File: src/design/scm_pkg.sv
// Package for the signal conflict monitor: colour codes, violation kinds,
// snapshot and result types. No dependencies.
`timescale 1ns / 1ps

package scm_pkg;

  localparam int unsigned NUM_DIRS      = 4;
  localparam int unsigned COLOUR_W      = 2;
  localparam int unsigned HB_W          = 16;
  localparam int unsigned IN_TDATA_W    = 24;
  localparam int unsigned OUT_TDATA_W   = 8;
  localparam logic [HB_W-1:0] HB_PERIOD_RESET = 16'd60;

  typedef logic [COLOUR_W-1:0] colour_t;
  localparam colour_t COL_RED    = 2'd0;
  localparam colour_t COL_YELLOW = 2'd1;
  localparam colour_t COL_GREEN  = 2'd2;

  typedef enum logic [2:0] {
    KIND_NONE          = 3'd0,
    KIND_STRAIGHT      = 3'd1,
    KIND_ARROWS        = 3'd2,
    KIND_NS_ARROW_EW   = 3'd3,
    KIND_EW_ARROW_NS   = 3'd4,
    KIND_WALK          = 3'd5,
    KIND_STRAIGHT_SKIP = 3'd6,
    KIND_ARROW_SKIP    = 3'd7
  } kind_t;

  typedef enum logic [1:0] {
    DIR_NORTH = 2'd0,
    DIR_SOUTH = 2'd1,
    DIR_EAST  = 2'd2,
    DIR_WEST  = 2'd3
  } dir_t;

  typedef struct packed {
    logic                     walk;
    logic [NUM_DIRS-1:0][1:0] arrow;     // index 0 north .. 3 west
    logic [NUM_DIRS-1:0][1:0] straight;
  } snapshot_t;

  // violation lands in bit 0 when packed
  typedef struct packed {
    logic  heartbeat;
    dir_t  direction;
    kind_t kind;
    logic  violation;
  } result_t;

  function automatic logic is_green(input colour_t c);
    return c == COL_GREEN;
  endfunction

  function automatic logic is_red(input colour_t c);
    return c == COL_RED;
  endfunction

endpackage

File: src/design/scm_input_stage.sv
// Input register of the conflict monitor: unpacks and holds one snapshot.
// Depends on scm_pkg.
`timescale 1ns / 1ps

module scm_input_stage (
  input  logic                           clk,
  input  logic                           rst_n,
  input  logic                           in_tvalid,
  output logic                           in_tready,
  input  logic [scm_pkg::IN_TDATA_W-1:0] in_tdata,
  input  logic                           advance,
  output logic                           s1_valid,
  output scm_pkg::snapshot_t             snap
);
  import scm_pkg::*;

  logic      valid_r, valid_nxt;
  snapshot_t snap_r;

  // free when empty or when the held snapshot moves on this cycle
  assign in_tready = !valid_r || advance;

  always_comb begin
    valid_nxt = valid_r;
    if (in_tready) begin
      valid_nxt = in_tvalid;
    end
  end

  always_ff @(posedge clk) begin
    if (!rst_n) begin
      valid_r <= 1'b0;
    end else begin
      valid_r <= valid_nxt;
    end
  end

  always_ff @(posedge clk) begin
    if (in_tready && in_tvalid) begin
      snap_r <= in_tdata[$bits(snapshot_t)-1:0];
    end
  end

  assign s1_valid = valid_r;
  assign snap     = snap_r;

endmodule

File: src/design/scm_rule_check.sv
// Rule checks of the conflict monitor and the previous-lights register.
// Depends on scm_pkg.
`timescale 1ns / 1ps

module scm_rule_check (
  input  logic               clk,
  input  logic               rst_n,
  input  logic               advance,
  input  scm_pkg::snapshot_t snap,
  output scm_pkg::kind_t     kind,
  output scm_pkg::dir_t      direction
);
  import scm_pkg::*;

  logic [NUM_DIRS-1:0][1:0] prev_straight_r;
  logic [NUM_DIRS-1:0][1:0] prev_arrow_r;
  logic ns, ew, ns_a, ew_a;
  logic [NUM_DIRS-1:0] st_skip, ar_skip;

  always_comb begin
    ns   = is_green(snap.straight[DIR_NORTH]) || is_green(snap.straight[DIR_SOUTH]);
    ew   = is_green(snap.straight[DIR_EAST])  || is_green(snap.straight[DIR_WEST]);
    ns_a = is_green(snap.arrow[DIR_NORTH])    || is_green(snap.arrow[DIR_SOUTH]);
    ew_a = is_green(snap.arrow[DIR_EAST])     || is_green(snap.arrow[DIR_WEST]);
    for (int d = 0; d < NUM_DIRS; d++) begin
      st_skip[d] = is_green(prev_straight_r[d]) && is_red(snap.straight[d]);
      ar_skip[d] = is_green(prev_arrow_r[d])    && is_red(snap.arrow[d]);
    end
  end

  always_comb begin
    kind      = KIND_NONE;
    direction = DIR_NORTH;
    if (ns && ew) begin
      kind = KIND_STRAIGHT;
    end else if (ns_a && ew_a) begin
      kind = KIND_ARROWS;
    end else if (ns_a && ew) begin
      kind = KIND_NS_ARROW_EW;
    end else if (ew_a && ns) begin
      kind = KIND_EW_ARROW_NS;
    end else if (snap.walk && (ns || ew || ns_a || ew_a)) begin
      kind = KIND_WALK;
    end else if (st_skip != '0) begin
      kind = KIND_STRAIGHT_SKIP;
      // lowest direction wins
      for (int d = NUM_DIRS - 1; d >= 0; d--) begin
        if (st_skip[d]) begin
          direction = dir_t'(d[1:0]);
        end
      end
    end else if (ar_skip != '0) begin
      kind = KIND_ARROW_SKIP;
      for (int d = NUM_DIRS - 1; d >= 0; d--) begin
        if (ar_skip[d]) begin
          direction = dir_t'(d[1:0]);
        end
      end
    end
  end

  always_ff @(posedge clk) begin
    if (!rst_n) begin
      prev_straight_r <= {NUM_DIRS{COL_RED}};
      prev_arrow_r    <= {NUM_DIRS{COL_RED}};
    end else if (advance) begin
      prev_straight_r <= snap.straight;
      prev_arrow_r    <= snap.arrow;
    end
  end

endmodule

File: src/design/scm_heartbeat.sv
// Heartbeat period register and check counter of the conflict monitor.
// Depends on scm_pkg.
`timescale 1ns / 1ps

module scm_heartbeat (
  input  logic                     clk,
  input  logic                     rst_n,
  input  logic                     cfg_wr_en,
  input  logic [scm_pkg::HB_W-1:0] cfg_wr_data,
  input  logic                     advance,
  output logic                     beat
);
  import scm_pkg::*;

  logic [HB_W-1:0] period_r;
  logic [HB_W-1:0] count_r, count_nxt;
  logic [HB_W:0]   sum;

  // a period of zero or one pulses on every check
  always_comb begin
    sum       = {1'b0, count_r} + {{HB_W{1'b0}}, 1'b1};
    beat      = sum >= {1'b0, period_r};
    count_nxt = beat ? '0 : sum[HB_W-1:0];
  end

  always_ff @(posedge clk) begin
    if (!rst_n) begin
      period_r <= HB_PERIOD_RESET;
      count_r  <= '0;
    end else begin
      if (cfg_wr_en) begin
        period_r <= cfg_wr_data;
      end
      if (advance) begin
        count_r <= count_nxt;
      end
    end
  end

endmodule

File: src/design/signal_conflict_monitor.sv
// Top level of the traffic signal conflict monitor.
// Depends on scm_pkg, scm_input_stage, scm_rule_check and scm_heartbeat.
//
//   Channel  Direction  Payload
//   in_      slave      snapshot: 8 lights (2 bits each) and walk flag
//   out_     master     violation, kind, direction, heartbeat
//   cfg_     write      heartbeat_period, 16 bits
//
// One snapshot per cycle sustained while out_tready is held high; an accepted
// snapshot passes the input register, then the result register, where
// out_tvalid rises and the out_ transaction waits to be taken.
// The checks are one short combinational pass between the two registers.
// Reset (rst_n low, synchronous) empties both registers, sets previous
// lights to red, clears the check count and restores a period of 60.
// A stalled output holds its transaction; the input register keeps
// accepting while the result register can drain or is empty.
`timescale 1ns / 1ps

module signal_conflict_monitor (
  input  logic                            clk,
  input  logic                            rst_n,
  input  logic                            in_tvalid,
  output logic                            in_tready,
  // from bit 0: north_straight[1:0], south_straight[3:2], east_straight[5:4],
  // west_straight[7:6], north_arrow[9:8], south_arrow[11:10],
  // east_arrow[13:12], west_arrow[15:14], walk_active[16], zero fill
  input  logic [scm_pkg::IN_TDATA_W-1:0]  in_tdata,
  output logic                            out_tvalid,
  input  logic                            out_tready,
  // from bit 0: violation[0], violation_kind[3:1], violation_direction[5:4],
  // heartbeat[6], zero fill
  output logic [scm_pkg::OUT_TDATA_W-1:0] out_tdata,
  input  logic                            cfg_wr_en,
  input  logic [scm_pkg::HB_W-1:0]        cfg_wr_data
);
  import scm_pkg::*;

  logic      s1_valid;
  logic      advance;
  snapshot_t snap;
  kind_t     kind;
  dir_t      direction;
  logic      beat;
  logic      out_valid_r, out_valid_nxt;
  result_t   result_r, result_nxt;

  // Advance the held snapshot when the result register is empty or drains.
  assign advance = s1_valid && (!out_valid_r || out_tready);

  scm_input_stage u_input (
    .clk       (clk),
    .rst_n     (rst_n),
    .in_tvalid (in_tvalid),
    .in_tready (in_tready),
    .in_tdata  (in_tdata),
    .advance   (advance),
    .s1_valid  (s1_valid),
    .snap      (snap)
  );

  // Check the rules against the previous lights; the previous lights take
  // the snapshot as it advances.
  scm_rule_check u_rules (
    .clk       (clk),
    .rst_n     (rst_n),
    .advance   (advance),
    .snap      (snap),
    .kind      (kind),
    .direction (direction)
  );

  // Count checks and pulse every period-th one.
  scm_heartbeat u_heartbeat (
    .clk         (clk),
    .rst_n       (rst_n),
    .cfg_wr_en   (cfg_wr_en),
    .cfg_wr_data (cfg_wr_data),
    .advance     (advance),
    .beat        (beat)
  );

  always_comb begin
    result_nxt.violation = kind != KIND_NONE;
    result_nxt.kind      = kind;
    result_nxt.direction = direction;
    result_nxt.heartbeat = beat;

    out_valid_nxt = out_valid_r;
    if (advance) begin
      out_valid_nxt = 1'b1;
    end else if (out_tready) begin
      // drop the transaction once taken
      out_valid_nxt = 1'b0;
    end
  end

  always_ff @(posedge clk) begin
    if (!rst_n) begin
      out_valid_r <= 1'b0;
    end else begin
      out_valid_r <= out_valid_nxt;
    end
  end

  // Hold the result while stalled; load only on advance.
  always_ff @(posedge clk) begin
    if (advance) begin
      result_r <= result_nxt;
    end
  end

  assign out_tvalid = out_valid_r;
  assign out_tdata  = {{(OUT_TDATA_W - $bits(result_t)){1'b0}}, result_r};

endmodule

File: config.mk
export PLATFORM = sky130hd
export DESIGN_NAME = signal_conflict_monitor
export DESIGN_NICKNAME = d
export VERILOG_FILES = /design/src/design/scm_pkg.sv /design/src/design/scm_input_stage.sv /design/src/design/scm_rule_check.sv /design/src/design/scm_heartbeat.sv /design/src/design/signal_conflict_monitor.sv
export SDC_FILE = /design/constraint.sdc
export NUM_CORES = 1
export LEC_CHECK = 0
export ABC_AREA = 1
export BUFFER_PORTS_ARGS = -buffer_cell sky130_fd_sc_hd__buf_2
export CAP_MARGIN = 20
export CELL_PAD_IN_SITES_DETAIL_PLACEMENT = 1
export CELL_PAD_IN_SITES_GLOBAL_PLACEMENT = 1
export CORE_MARGIN = 10
export CORE_UTILIZATION = 45
export DETAILED_ROUTE_END_ITERATION = 8
export MAX_ROUTING_LAYER = met4
export PLACE_DENSITY = 0.81
export SYNTH_ARGS = -nofsm -noshare
export SYNTH_HDL_FRONTEND = slang
export SYNTH_SLANG_ARGS = --single-unit
File: constraint.sdc
create_clock -name clk -period 4.7 [get_ports clk]
set_input_delay 1.175 -clock clk [delete_from_list [all_inputs] [get_ports clk]]
set_output_delay 1.175 -clock clk [all_outputs]
set_load 0.02 [all_outputs]
==> results by group, run 1 <==
Die
  – DIE HEIGHT: between 100 and 150 um
  – CORE AREA: 8130 um2
  – FP Rows: 33
  – DIE AREA: 12300 um2
  – Initial Utilization: 45.9%
  – Top Ports: 55
  – Die boundary width: 111 um

Detailed routing
  – Wl on met1: 4070 um
  – Via count: 3208
  – Top layer in use: met4
  – # DRC: 0
  – Met3 routed WL: 193 um
  – Post-DRT Antenna Nets: 0
  – First drt pass iteration count: 4
  – WL per Instance: 15.0 um
  – Met2 WL: 4860 um
  – Avg Vias per Cell: 5.15
  – First DRT Iteration DRCs: 84
  – WL final: 9320 um

Hold path
  – Worst Hold Endpoint: u_rules.prev_straight_r[1]
  – Hold path startpoint: u_rules.prev_straight_r[1]
  – Class of the worst hold path: reg -> reg
  – Hold Crit Depth: 2

Timing
  – Worst rel slew slack: 40.8%
  – Final worst path period share: between 60% and 70%
  – Clock skew: approximately 0.011 ns
  – Final Max Slew Viols: 0
  – RSZ-0062 raised after global routing: false
  – Final setup fails: 0
  – Hold Fails Final Rpt: 0
  – TNS Setup: 0 ns
  – Worst slew pin tran: 0.887 ns
  – Fmax: 340 MHz
  – Final worst path period need: between 2 and 3 ns

Critical path
  – Worst setup EP type: flop
  – CP Class: in -> reg
  – Crit path max fanout: 44
  – R2r setup slk: 1.81 ns
  – Critical path arrival: approximately 3.2 ns
  – Slowest stage cell, crit path: inv_1
  – Reg2reg path depth: 16
  – Worst R2R Start: u_heartbeat.count_r[0]
  – Ordered list of cells on the worst path: buf_2, inv_1, nand2_1, nand2_2, inv_1, o21ai_0, a21oi_1
  – Worst path most repeated cell: inv_1
  – WP data required: 4.91 ns
  – Setup crit start kind: primary input
  – Worst reg2reg endpoint: u_heartbeat.count_r[6]
  – Max stage delay on crit path: 0.65 ns

Outcome
  – Status: finished clean

Layout
  – Net count, final: 575
  – # fillers: 1006
  – Fin cells: 623
  – Diode count: 0
  – Layout area overhead: 12.9%
  – Layout cells sized above 1: 15.8%

Power and ir drop
  – Net Sw Frac: 26.7%
  – Combinational cell fraction of total power: 9.6%
  – P_int: 1.00 mW
  – Sw power: between 300 and 400 uW
  – Worst VDD drop: 0.219 mV
  – Pwr dens: 325 nW/um2
  – LEAKAGE: between 1.5 and 2 nW
  – Seq pwr share: about half
  – Clock share of power: 38.6%

Global route
  – GRT overflow: 0
  – Largest net degree at the start of global routing: 45
  – Initial antenna violation count: 0
  – Vias in the first global route: 3456
  – GRT Util Overall: 15.9%
  – Global-route wire length before repair: 16000 um

Placement
  – Hpwl dp: 6840 um
  – RePlAce Congestion: 0.785
  – Input/output buffers: 46
  – Inst Count DP: 607

Logic synthesis
  – Post-synth top area cell: dfxtp_1
  – Most common cell in the netlist: nand2_1
  – Most used DFF post-synth: dfxtp_1
  – Synthesized area: roughly 3700 um2
  – Average size of a mapped cell: slightly below 8 um2
  – Register bit count reported by yosys: between 70 and 80
  – Seq/Total Area, Yosys: around 46%
  – Top cells by count, synth: nand2_1 (86), inv_1 (61), nor2_1 (56), a21oi_1 (50), dfxtp_1 (50)
  – Count of cell types in the netlist: 33
  – Mapped Nets: approximately 540
  – Asr flop ratio synth: 0%
  – Yosys warning total: 0
  – EDFF count, synth: 24
  – Mapped Cells: around 470
  – Ranking of synthesized cells by area: dfxtp_1 (27%), edfxtp_1 (19%), nand2_1 (8.6%)
  – Top cell type's share of synthesized area: 26.8%

Clock network
  – Root Driver: clkbuf_8
  – Clock latency on the worst-skew pair: 0.35 ns
  – Clk sink count: 74
  – Max clock buf depth: 2
  – Cts hold-fix bufs: 0
  – Post-CTS setup buffer count: 0
  – Total clock buffers created by CTS: 9
  – H-Tree Depth: 3
  – CTS tree: done
  – Post-CTS Resized: 0
  – Clk pin slew, worst setup/hold paths: about 0.090 ns

Flow run
  – Max Cap Viol: 0
## state kept, by name, indices dropped and copies added (netlist names)
register / count
u_input.s1_valid: 1
u_input.snap: 17
u_heartbeat.period_r: 16
out_tdata: 7
out_tvalid: 1
u_rules.prev_arrow_r: 8
u_heartbeat.count_r: 16
u_rules.prev_straight_r: 8
## critical path, delay by kind of cell
kind	cells	cell delay (ns)
compound gates	2	0.45
simple gates	2	0.70
buf+inv	3	0.81
## power by group through the flow
stage,logic (mW),registers [mW],clock network [mW]
after floorplan,0.0857,0.725,0
after global placement,0.123,0.723,0
after detailed placement,0.132,0.725,0
after CTS,0.134,0.710,0.539
after global routing,0.153,0.714,0.563
final,0.132,0.710,0.529
## metrics by stage
step                      setup slack, ns  hold WS (ns)  cell area [um2]  util, %  total power [mW]
after detailed placement             1.39         0.451             4010     49.3             0.857
after global placement               1.55         0.445             4010     49.3             0.846
final                                1.76         0.465             4220     51.8              1.37
after floorplan                      2.10         0.430             3730        -             0.811
after global routing                 1.47         0.492             4220     51.8              1.43
after CTS                            1.75         0.467             4220     51.8              1.38
## cell usage in the layout (no fill, tap or decap), drive strengths merged, types with 3 or more instances in the layout
master	netlist	final
buf	6	46
xor2	3	3
a21oi	52	52
ha	17	17
nand2	92	92
clkbuf	11	10
nor2	60	60
inv	62	64
dfxtp	50	50
nand3	29	29
o21ai	40	40
o21bai	6	6
nand4	12	12
edfxtp	24	24
xnor2	3	3
## routing by layer
layer / global-route usage (%) / vias to the layer above
li1: - / 1627
met1: 16.9 / 1517
met2: 28.9 / 46
met3: 2.98 / 18
met4: 5.66 / 0
met5: - / -
## area by class of cell
class	count	area, um2	area share, %
inverters	62	233	5.52
clock buffers	10	138	3.26
well taps	105	131	3.12
multi-input cells	320	1690	40.1
clock inverters	6	72.6	1.72
repair buffers	46	230	5.46
flip-flops and latches	74	1720	40.8
## logic make-up after synthesis
kind of cell	count (synthesis)	share of synthesized area (%)
AND/OR/NAND/NOR	195	23.0
XOR/XNOR	6	1.41
flip-flops	74	46.1
buffers and inverters	79	8.64
other	1	0.100
adder cells (fa/ha/maj)	17	5.70
AO/OA/AOI/OAI	101	15.0
## worst max path at each step
stage,slack [ns],from,endpoint,cells after the start
2_1_floorplan,2.10,out_tready,in_tready,2
3_3_place_gp,1.55,out_tready,u_rules.prev_arrow_r[2],7
3_5_place_dp,1.39,out_tready,u_rules.prev_straight_r[0],7
4_1_cts,1.75,out_tready,u_rules.prev_straight_r[0],7
5_1_grt,1.47,u_heartbeat.count_r[0],u_heartbeat.count_r[10],16
6_report,1.76,out_tready,u_rules.prev_straight_r[0],7
Power figures use the tool's default switching activity.
==> inputs of run 2 (changes only) <==
--- a/config.mk
+++ b/config.mk
@@ -11,10 +11,10 @@
 export CELL_PAD_IN_SITES_DETAIL_PLACEMENT = 1
 export CELL_PAD_IN_SITES_GLOBAL_PLACEMENT = 1
 export CORE_MARGIN = 10
-export CORE_UTILIZATION = 45
+export CORE_UTILIZATION = 42
 export DETAILED_ROUTE_END_ITERATION = 8
 export MAX_ROUTING_LAYER = met4
-export PLACE_DENSITY = 0.81
+export PLACE_DENSITY = 0.76
 export SYNTH_ARGS = -nofsm -noshare
 export SYNTH_HDL_FRONTEND = slang
 export SYNTH_SLANG_ARGS = --single-unit
==> constraint.sdc (replaced) <==
create_clock -name clk -period 2.9 [get_ports clk]
set_input_delay 0.725 -clock clk [delete_from_list [all_inputs] [get_ports clk]]
set_output_delay 0.725 -clock clk [all_outputs]
set_load 0.02 [all_outputs]
==> run 2 against run 1 <==
Die area rose by 5.8%. Sequential share of layout area fell by 0.73 points. Clock skew fell by 0.0040 ns. Hold slack got worse by 0.0059 ns.
==> results by group, run 2 (synthesis results as in run 1) <==
Power and ir drop
  – Pwr dens: 517 nW/um2 (+59%)
  – Total Power: 2.22 mW (+62%)
  – Worst VDD drop: 0.378 mV (+73%)
  – LEAKAGE: 1.98 nW (+2.1%)

Layout
  – Footprint of the multi-input gates: 1690 um2 (+0.15%)
  – # fillers: 1101 (+9.4%)
  – Register area: 1720 um2 (unchanged)
  – Layout cells sized above 1: 17.0% (+1.2 points)
  – Diode count: 0 (unchanged)
  – Layout area overhead: 14.9%
  – Most common cell after layout, fill and taps aside: nand2_1
  – Commonest cells after routing, fill and taps aside: nand2_1 (86), inv_1 (61), nor2_1 (55)
  – Net count, final: 581 (+1.0%)
  – Max reg flops: 17 (unchanged)

Timing
  – RSZ-0062 raised after global routing: false
  – Fin worst setup slack: 0.290 ns (-1.47 ns)
  – Hold Fails Final Rpt: 0 (unchanged)
  – Final worst path period need: 2.61 ns
  – Final Max Slew Viols: 0 (unchanged)
  – Clock skew: 0.00715 ns (-0.00404 ns)
  – Worst slew pin tran: 0.865 ns (-0.0217 ns)
  – TNS Setup: 0 ns (unchanged)
  – Worst rel slew slack: 42.3% (+1.4 points)
  – Final worst path period share: between 80% and 90%
  – Fmax: around 380 MHz
  – Final setup fails: 0 (unchanged)

Clock network
  – Root Driver: clkbuf_8
  – Clock latency on the worst-skew pair: 0.35 ns (about the same)
  – Clk pin slew, worst setup/hold paths: 0.09 ns (about the same)
  – Cts hold-fix bufs: 0 (unchanged)
  – Post-CTS Resized: 0 (unchanged)
  – H-Tree Depth: 3 (unchanged)
  – Total clock buffers created by CTS: 9 (unchanged)
  – Post-CTS setup buffer count: 0 (unchanged)
  – Max clock buf depth: 2 (unchanged)
  – Clk sink count: 74 (unchanged)
  – CTS tree: done

Critical path
  – Worst reg2reg endpoint: u_heartbeat.count_r[11]
  – Critical path arrival: 2.82 ns (-0.33 ns)
  – CP Class: reg -> reg
  – Worst path most repeated cell: nand2_1
  – Worst R2R Start: u_heartbeat.count_r[1]
  – Worst setup EP type: flop
  – R2r setup slk: 0.29 ns (-1.52 ns)
  – Slowest stage cell, crit path: dfxtp_1
  – Ordered list of cells on the worst path: ha_1, nand2_1, inv_1, nand2_1, nor2_2, xnor2_1, inv_1, ha_1, nand2_1, nor2_1, nand4_1, nor2_1, o21ai_4, buf_12, nand3_1, a21oi_1
  – Max stage delay on crit path: 0.36 ns (-0.29 ns)
  – Crit path max fanout: 16 (-64%)
  – Buffers & Inverters on Critical Path: 3 (unchanged)
  – Crit path from: u_heartbeat.count_r[1]
  – Reg2reg path depth: 16 (unchanged)
  – Critical path's top delay family: simple AND/OR/NAND/NOR gates
  – Setup crit start kind: flop
  – WP data required: 3.11 ns (-1.80 ns)

Placement
  – Setup slack at placement: 0.225 ns (-1.17 ns)
  – Input/output buffers: 46 (unchanged)
  – Hpwl dp: 6860 um (+0.33%)
  – RePlAce Congestion: 0.838 (+6.9%)

Outcome
  – Status: finished clean

Hold path
  – Worst Hold Endpoint: u_rules.prev_straight_r[1]
  – Hold Crit Depth: 2 (unchanged)
  – Class of the worst hold path: reg -> reg
  – Hold path startpoint: u_rules.prev_straight_r[1]

Die
  – DIE AREA: 13100 um2 (+5.8%)
  – CORE AREA: 8680 um2 (+6.7%)
  – FP Rows: 34 (+3.0%)
  – DIE HEIGHT: 114 um (+2.9%)
  – Initial Utilization: 43.0% (-2.9 points)
  – Top Ports: 55 (unchanged)
  – Die boundary width: 114 um (+2.9%)

Global route
  – Vias in the first global route: 3320 (-3.9%)
  – Largest net degree at the start of global routing: 44 (-2.2%)
  – Global-route wire length before repair: 15300 um (-4.9%)
  – GRT overflow: 0 (unchanged)
  – Initial antenna violation count: 0 (unchanged)
  – GRT Util Overall: 14.8% (-1.1 points)

Detailed routing
  – # DRC: 0 (unchanged)
  – First drt pass iteration count: 4 (unchanged)
  – Post-DRT Antenna Nets: 0 (unchanged)
  – First DRT Iteration DRCs: 63 (-25%)
  – WL final: 9320 um (unchanged)
  – Via count: 3231 (+0.72%)
  – WL per Instance: 14.7 um (-1.4%)
  – Avg Vias per Cell: 5.11 (-0.72%)

Flow run
  – Max Cap Viol: 0 (unchanged)
[run 2: cell types whose count changed in the layout (fill, tap and decap cells not counted), sizes merged]
cell / delta
buf: +6
[run 2: power by group]
part / switching [mW] / leakage (nW) / internal (mW)
Sequential: 0.0229 / 0.643 / 1.13
Combinational: 0.143 / 1.24 / 0.0736
Clock: 0.425 / 0.103 / 0.430
Total: 0.590 / 1.98 / 1.63
[run 2: final cells by class]
type                       count  share of cell area [%]
sequential                    74                    40.1
clock buffer                  10                    3.21
timing repair buffer          52                    7.00
clock inverter                 6                    1.69
multi-input combinational    320                    39.4
tap                          108                    3.15
inverter                      62                    5.42
[run 2: metal layers]
| metal | track usage, % | share of wire, % | vias up | wire, um |
|---|---|---|---|---|
| li1 | - | - | 1639 | - |
| met5 | - | 0 | - | 0 |
| met4 | 6.27 | 2.0 | 0 | 185 |
| met3 | 2.36 | 1.7 | 15 | 155 |
| met1 | 15.9 | 44 | 1538 | 4090 |
| met2 | 26.4 | 52 | 39 | 4890 |
[run 2: worst register-to-register path, stage by stage (launching register included)]
cell and delay (ns):
dfxtp_1 0.36, ha_1 0.18, nand2_1 0.11, inv_1 0.12, nand2_1 0.07, nor2_2 0.15
xnor2_1 0.17, inv_1 0.07, ha_1 0.29, nand2_1 0.06, nor2_1 0.13, nand4_1 0.15
nor2_1 0.21, o21ai_4 0.09, buf_12 0.16, nand3_1 0.09, a21oi_1 0.06
[run 2: worst max-delay path by stage]
stage                                    endpoint  slack [ns]  cells after the start
after floorplan                      out_tdata[6]        0.54                     14
after global placement    u_heartbeat.count_r[15]        0.29                     16
after detailed placement  u_heartbeat.count_r[11]        0.23                     16
after CTS                 u_heartbeat.count_r[11]        0.19                     16
after global routing       u_heartbeat.count_r[1]        0.02                     16
final                     u_heartbeat.count_r[11]        0.29                     16
[run 2: per-stage QoR]
stage	hold slack (ns)	instance area (um2)	util, %	instances
final	0.459	4290	49.5	632
after global routing	0.494	4290	49.5	632
after CTS	0.461	4290	49.4	632
after detailed placement	0.449	4080	47.0	616
after global placement	0.444	4080	47.0	616
after floorplan	0.430	3730	-	473
==> inputs of run 3 (changes only) <==
--- a/config.mk
+++ b/config.mk
@@ -8,13 +8,11 @@
 export ABC_AREA = 1
 export BUFFER_PORTS_ARGS = -buffer_cell sky130_fd_sc_hd__buf_2
 export CAP_MARGIN = 20
-export CELL_PAD_IN_SITES_DETAIL_PLACEMENT = 1
-export CELL_PAD_IN_SITES_GLOBAL_PLACEMENT = 1
 export CORE_MARGIN = 10
-export CORE_UTILIZATION = 42
+export CORE_UTILIZATION = 55
 export DETAILED_ROUTE_END_ITERATION = 8
 export MAX_ROUTING_LAYER = met4
-export PLACE_DENSITY = 0.76
+export PLACE_DENSITY = 0.74
 export SYNTH_ARGS = -nofsm -noshare
 export SYNTH_HDL_FRONTEND = slang
 export SYNTH_SLANG_ARGS = --single-unit
==> run 3 against run 2 <==
Register-to-register slack barely moved. Clock-buffer cell count rose by 2. Critical path depth rose by 1. Global-route usage rose by 0.55 points. Power rose by 1.6%. Largest power group unchanged. Clock skew barely moved. Hold slack got worse by 0.0041 ns.
==> results by group, run 3 (synthesis results as in run 1) <==
Clock network
  – H-Tree Depth: 3 (unchanged)
  – Post-CTS setup buffer count: 0 (unchanged)
  – Clk sink count: 74 (unchanged)
  – Root Driver: clkbuf_8
  – Cts hold-fix bufs: 0 (unchanged)
  – Total clock buffers created by CTS: 9 (unchanged)
  – Post-CTS Resized: 0 (unchanged)
  – CTS tree: done
  – Clock latency on the worst-skew pair: 0.34 ns (about the same)
  – Max clock buf depth: 2 (unchanged)
  – Clk pin slew, worst setup/hold paths: 0.07 ns (-0.02 ns)

Detailed routing
  – First drt pass iteration count: 4 (unchanged)
  – WL per Instance: 12.5 um (-15%)
  – # DRC: 0 (unchanged)
  – WL final: 7490 um (-20%)
  – Post-DRT Antenna Nets: 0 (unchanged)
  – Avg Vias per Cell: 5.25 (+2.8%)
  – Via count: 3152 (-2.4%)
  – First DRT Iteration DRCs: 172 (+170%)

Global route
  – Largest net degree at the start of global routing: 44 (unchanged)
  – Global-route wire length before repair: 12500 um (-18%)
  – GRT overflow: 0 (unchanged)
  – GRT Util Overall: 15.4% (+0.55 points)
  – Vias in the first global route: 2889 (-13%)
  – Initial antenna violation count: 0 (unchanged)

Critical path
  – Crit path from: u_heartbeat.count_r[0]
  – WP data required: 3.09 ns (-0.02 ns)
  – Ordered list of cells on the worst path: ha_1, nand2_1, inv_1, nand2_1, nor2_1, nand4_1, nand2_1, inv_1, ha_1, nand2_1, inv_1, nand4_1, nor2_1, a21oi_4, buf_4, nand3_1, a21oi_1
  – Critical path arrival: 2.80 ns (-0.02 ns)
  – Worst path most repeated cell: nand2_1
  – Crit path max fanout: 10 (-6)
  – Slowest stage cell, crit path: dfxtp_2
  – Worst R2R Start: u_heartbeat.count_r[0]
  – Setup crit start kind: flop
  – Max stage delay on crit path: 0.38 ns (+0.02 ns)
  – CP Class: reg -> reg
  – Worst setup EP type: flop

Layout
  – Layout area overhead: 13.6%
  – Net count, final: 580 (-0.17%)
  – Max reg flops: 17 (unchanged)
  – Layout cells sized above 1: 16.8% (-0.16 points)
  – Diode count: 0 (unchanged)
  – Most common cell after layout, fill and taps aside: nand2_1
  – Commonest cells after routing, fill and taps aside: nand2_1 (86), inv_1 (61), nor2_1 (55)

Placement
  – Hpwl dp: 5600 um (-18%)
  – Setup slack at placement: 0.229 ns (+0.00343 ns)
  – RePlAce Congestion: 0.887 (+5.8%)
  – Input/output buffers: 46 (unchanged)

Timing
  – Final worst path period need: 2.61 ns (-0.00180 ns)
  – Clock skew: 0.00684 ns (-0.000309 ns)
  – Fmax: 383 MHz (about the same)
  – Worst slew pin tran: 0.828 ns (-0.0364 ns)
  – Final setup fails: 0 (unchanged)
  – Fin worst setup slack: 0.292 ns (+0.00180 ns)
  – Final worst path period share: 89.9% (about the same)
  – Final Max Slew Viols: 0 (unchanged)
  – RSZ-0062 raised after global routing: false
  – Hold Fails Final Rpt: 0 (unchanged)
  – TNS Setup: 0 ns (unchanged)
  – Worst rel slew slack: 44.7% (+2.4 points)

Die
  – Initial Utilization: 57.8% (+15 points)
  – Top Ports: 55 (unchanged)
  – DIE AREA: 10500 um2 (-20%)
  – CORE AREA: 6460 um2 (-26%)
  – DIE HEIGHT: 102 um (-10%)
  – FP Rows: 29 (-15%)
  – Die boundary width: 102 um (-10%)

Flow run
  – Max Cap Viol: 0 (unchanged)

Power and ir drop
  – LEAKAGE: 1.98 nW (-0.33%)
  – Pwr dens: 532 nW/um2 (+2.9%)
  – Total Power: 2.26 mW (+1.6%)
  – Worst VDD drop: 0.314 mV (-17%)

Hold path
  – Class of the worst hold path: reg -> reg
  – Hold path startpoint: u_rules.prev_straight_r[5]

Outcome
  – Status: finished clean
-- run 3: final timing paths --
kind | endpoint | slack [ns] | cells after the start
setup / recovery | u_heartbeat.count_r[2] | 0.29 | 17
hold / removal | u_rules.prev_straight_r[5] | 0.45 | 2
setup reg to reg | u_heartbeat.count_r[2] | 0.29 | 17
hold reg to reg | u_rules.prev_straight_r[5] | 0.45 | 2
-- run 3: report_power, final --
group	internal (mW)	switching, mW
combinational	0.0714	0.134
clock	0.534	0.369
sequential	1.13	0.0216
total	1.73	0.525
-- run 3: worst max-delay path, delay by kind of cell, from the launching register on --
| kind | cells | cell delay (ns) |
|---|---|---|
| AO/OA/AOI/OAI | 2 | 0.16 |
| adder cells (fa/ha/maj) | 2 | 0.47 |
| buffers and inverters | 4 | 0.42 |
| flip-flops | 1 | 0.38 |
| AND/OR/NAND/NOR | 9 | 1.05 |
-- run 3: per-layer routing --
| metal | GRT usage, % | vias to the layer above | wire (um) |
|---|---|---|---|
| li1 | - | 1637 | - |
| met1 | 19.5 | 1415 | 3640 |
| met2 | 22.7 | 87 | 3250 |
| met3 | 3.58 | 13 | 458 |
| met4 | 7.05 | 0 | 147 |
| met5 | - | - | 0 |
-- run 3: final cells by class --
cell class                 instances  area [um2]
multi-input combinational        320        1690
fill                             561        2220
sequential                        74        1720
inverter                          62         233
clock buffer                      12         155
timing repair buffer              51         268
tap                               77        96.3
clock inverter                     4        73.8
-- run 3: metrics by stage --
step	hold slack, ns	utilization (%)	instance area, um2	std cells
detailed placement	0.448	62.1	4010	584
global placement	0.444	62.1	4010	584
global route	0.496	65.7	4240	600
floorplan	0.430	-	3730	473
CTS	0.459	65.6	4240	600
finish	0.455	65.7	4240	600
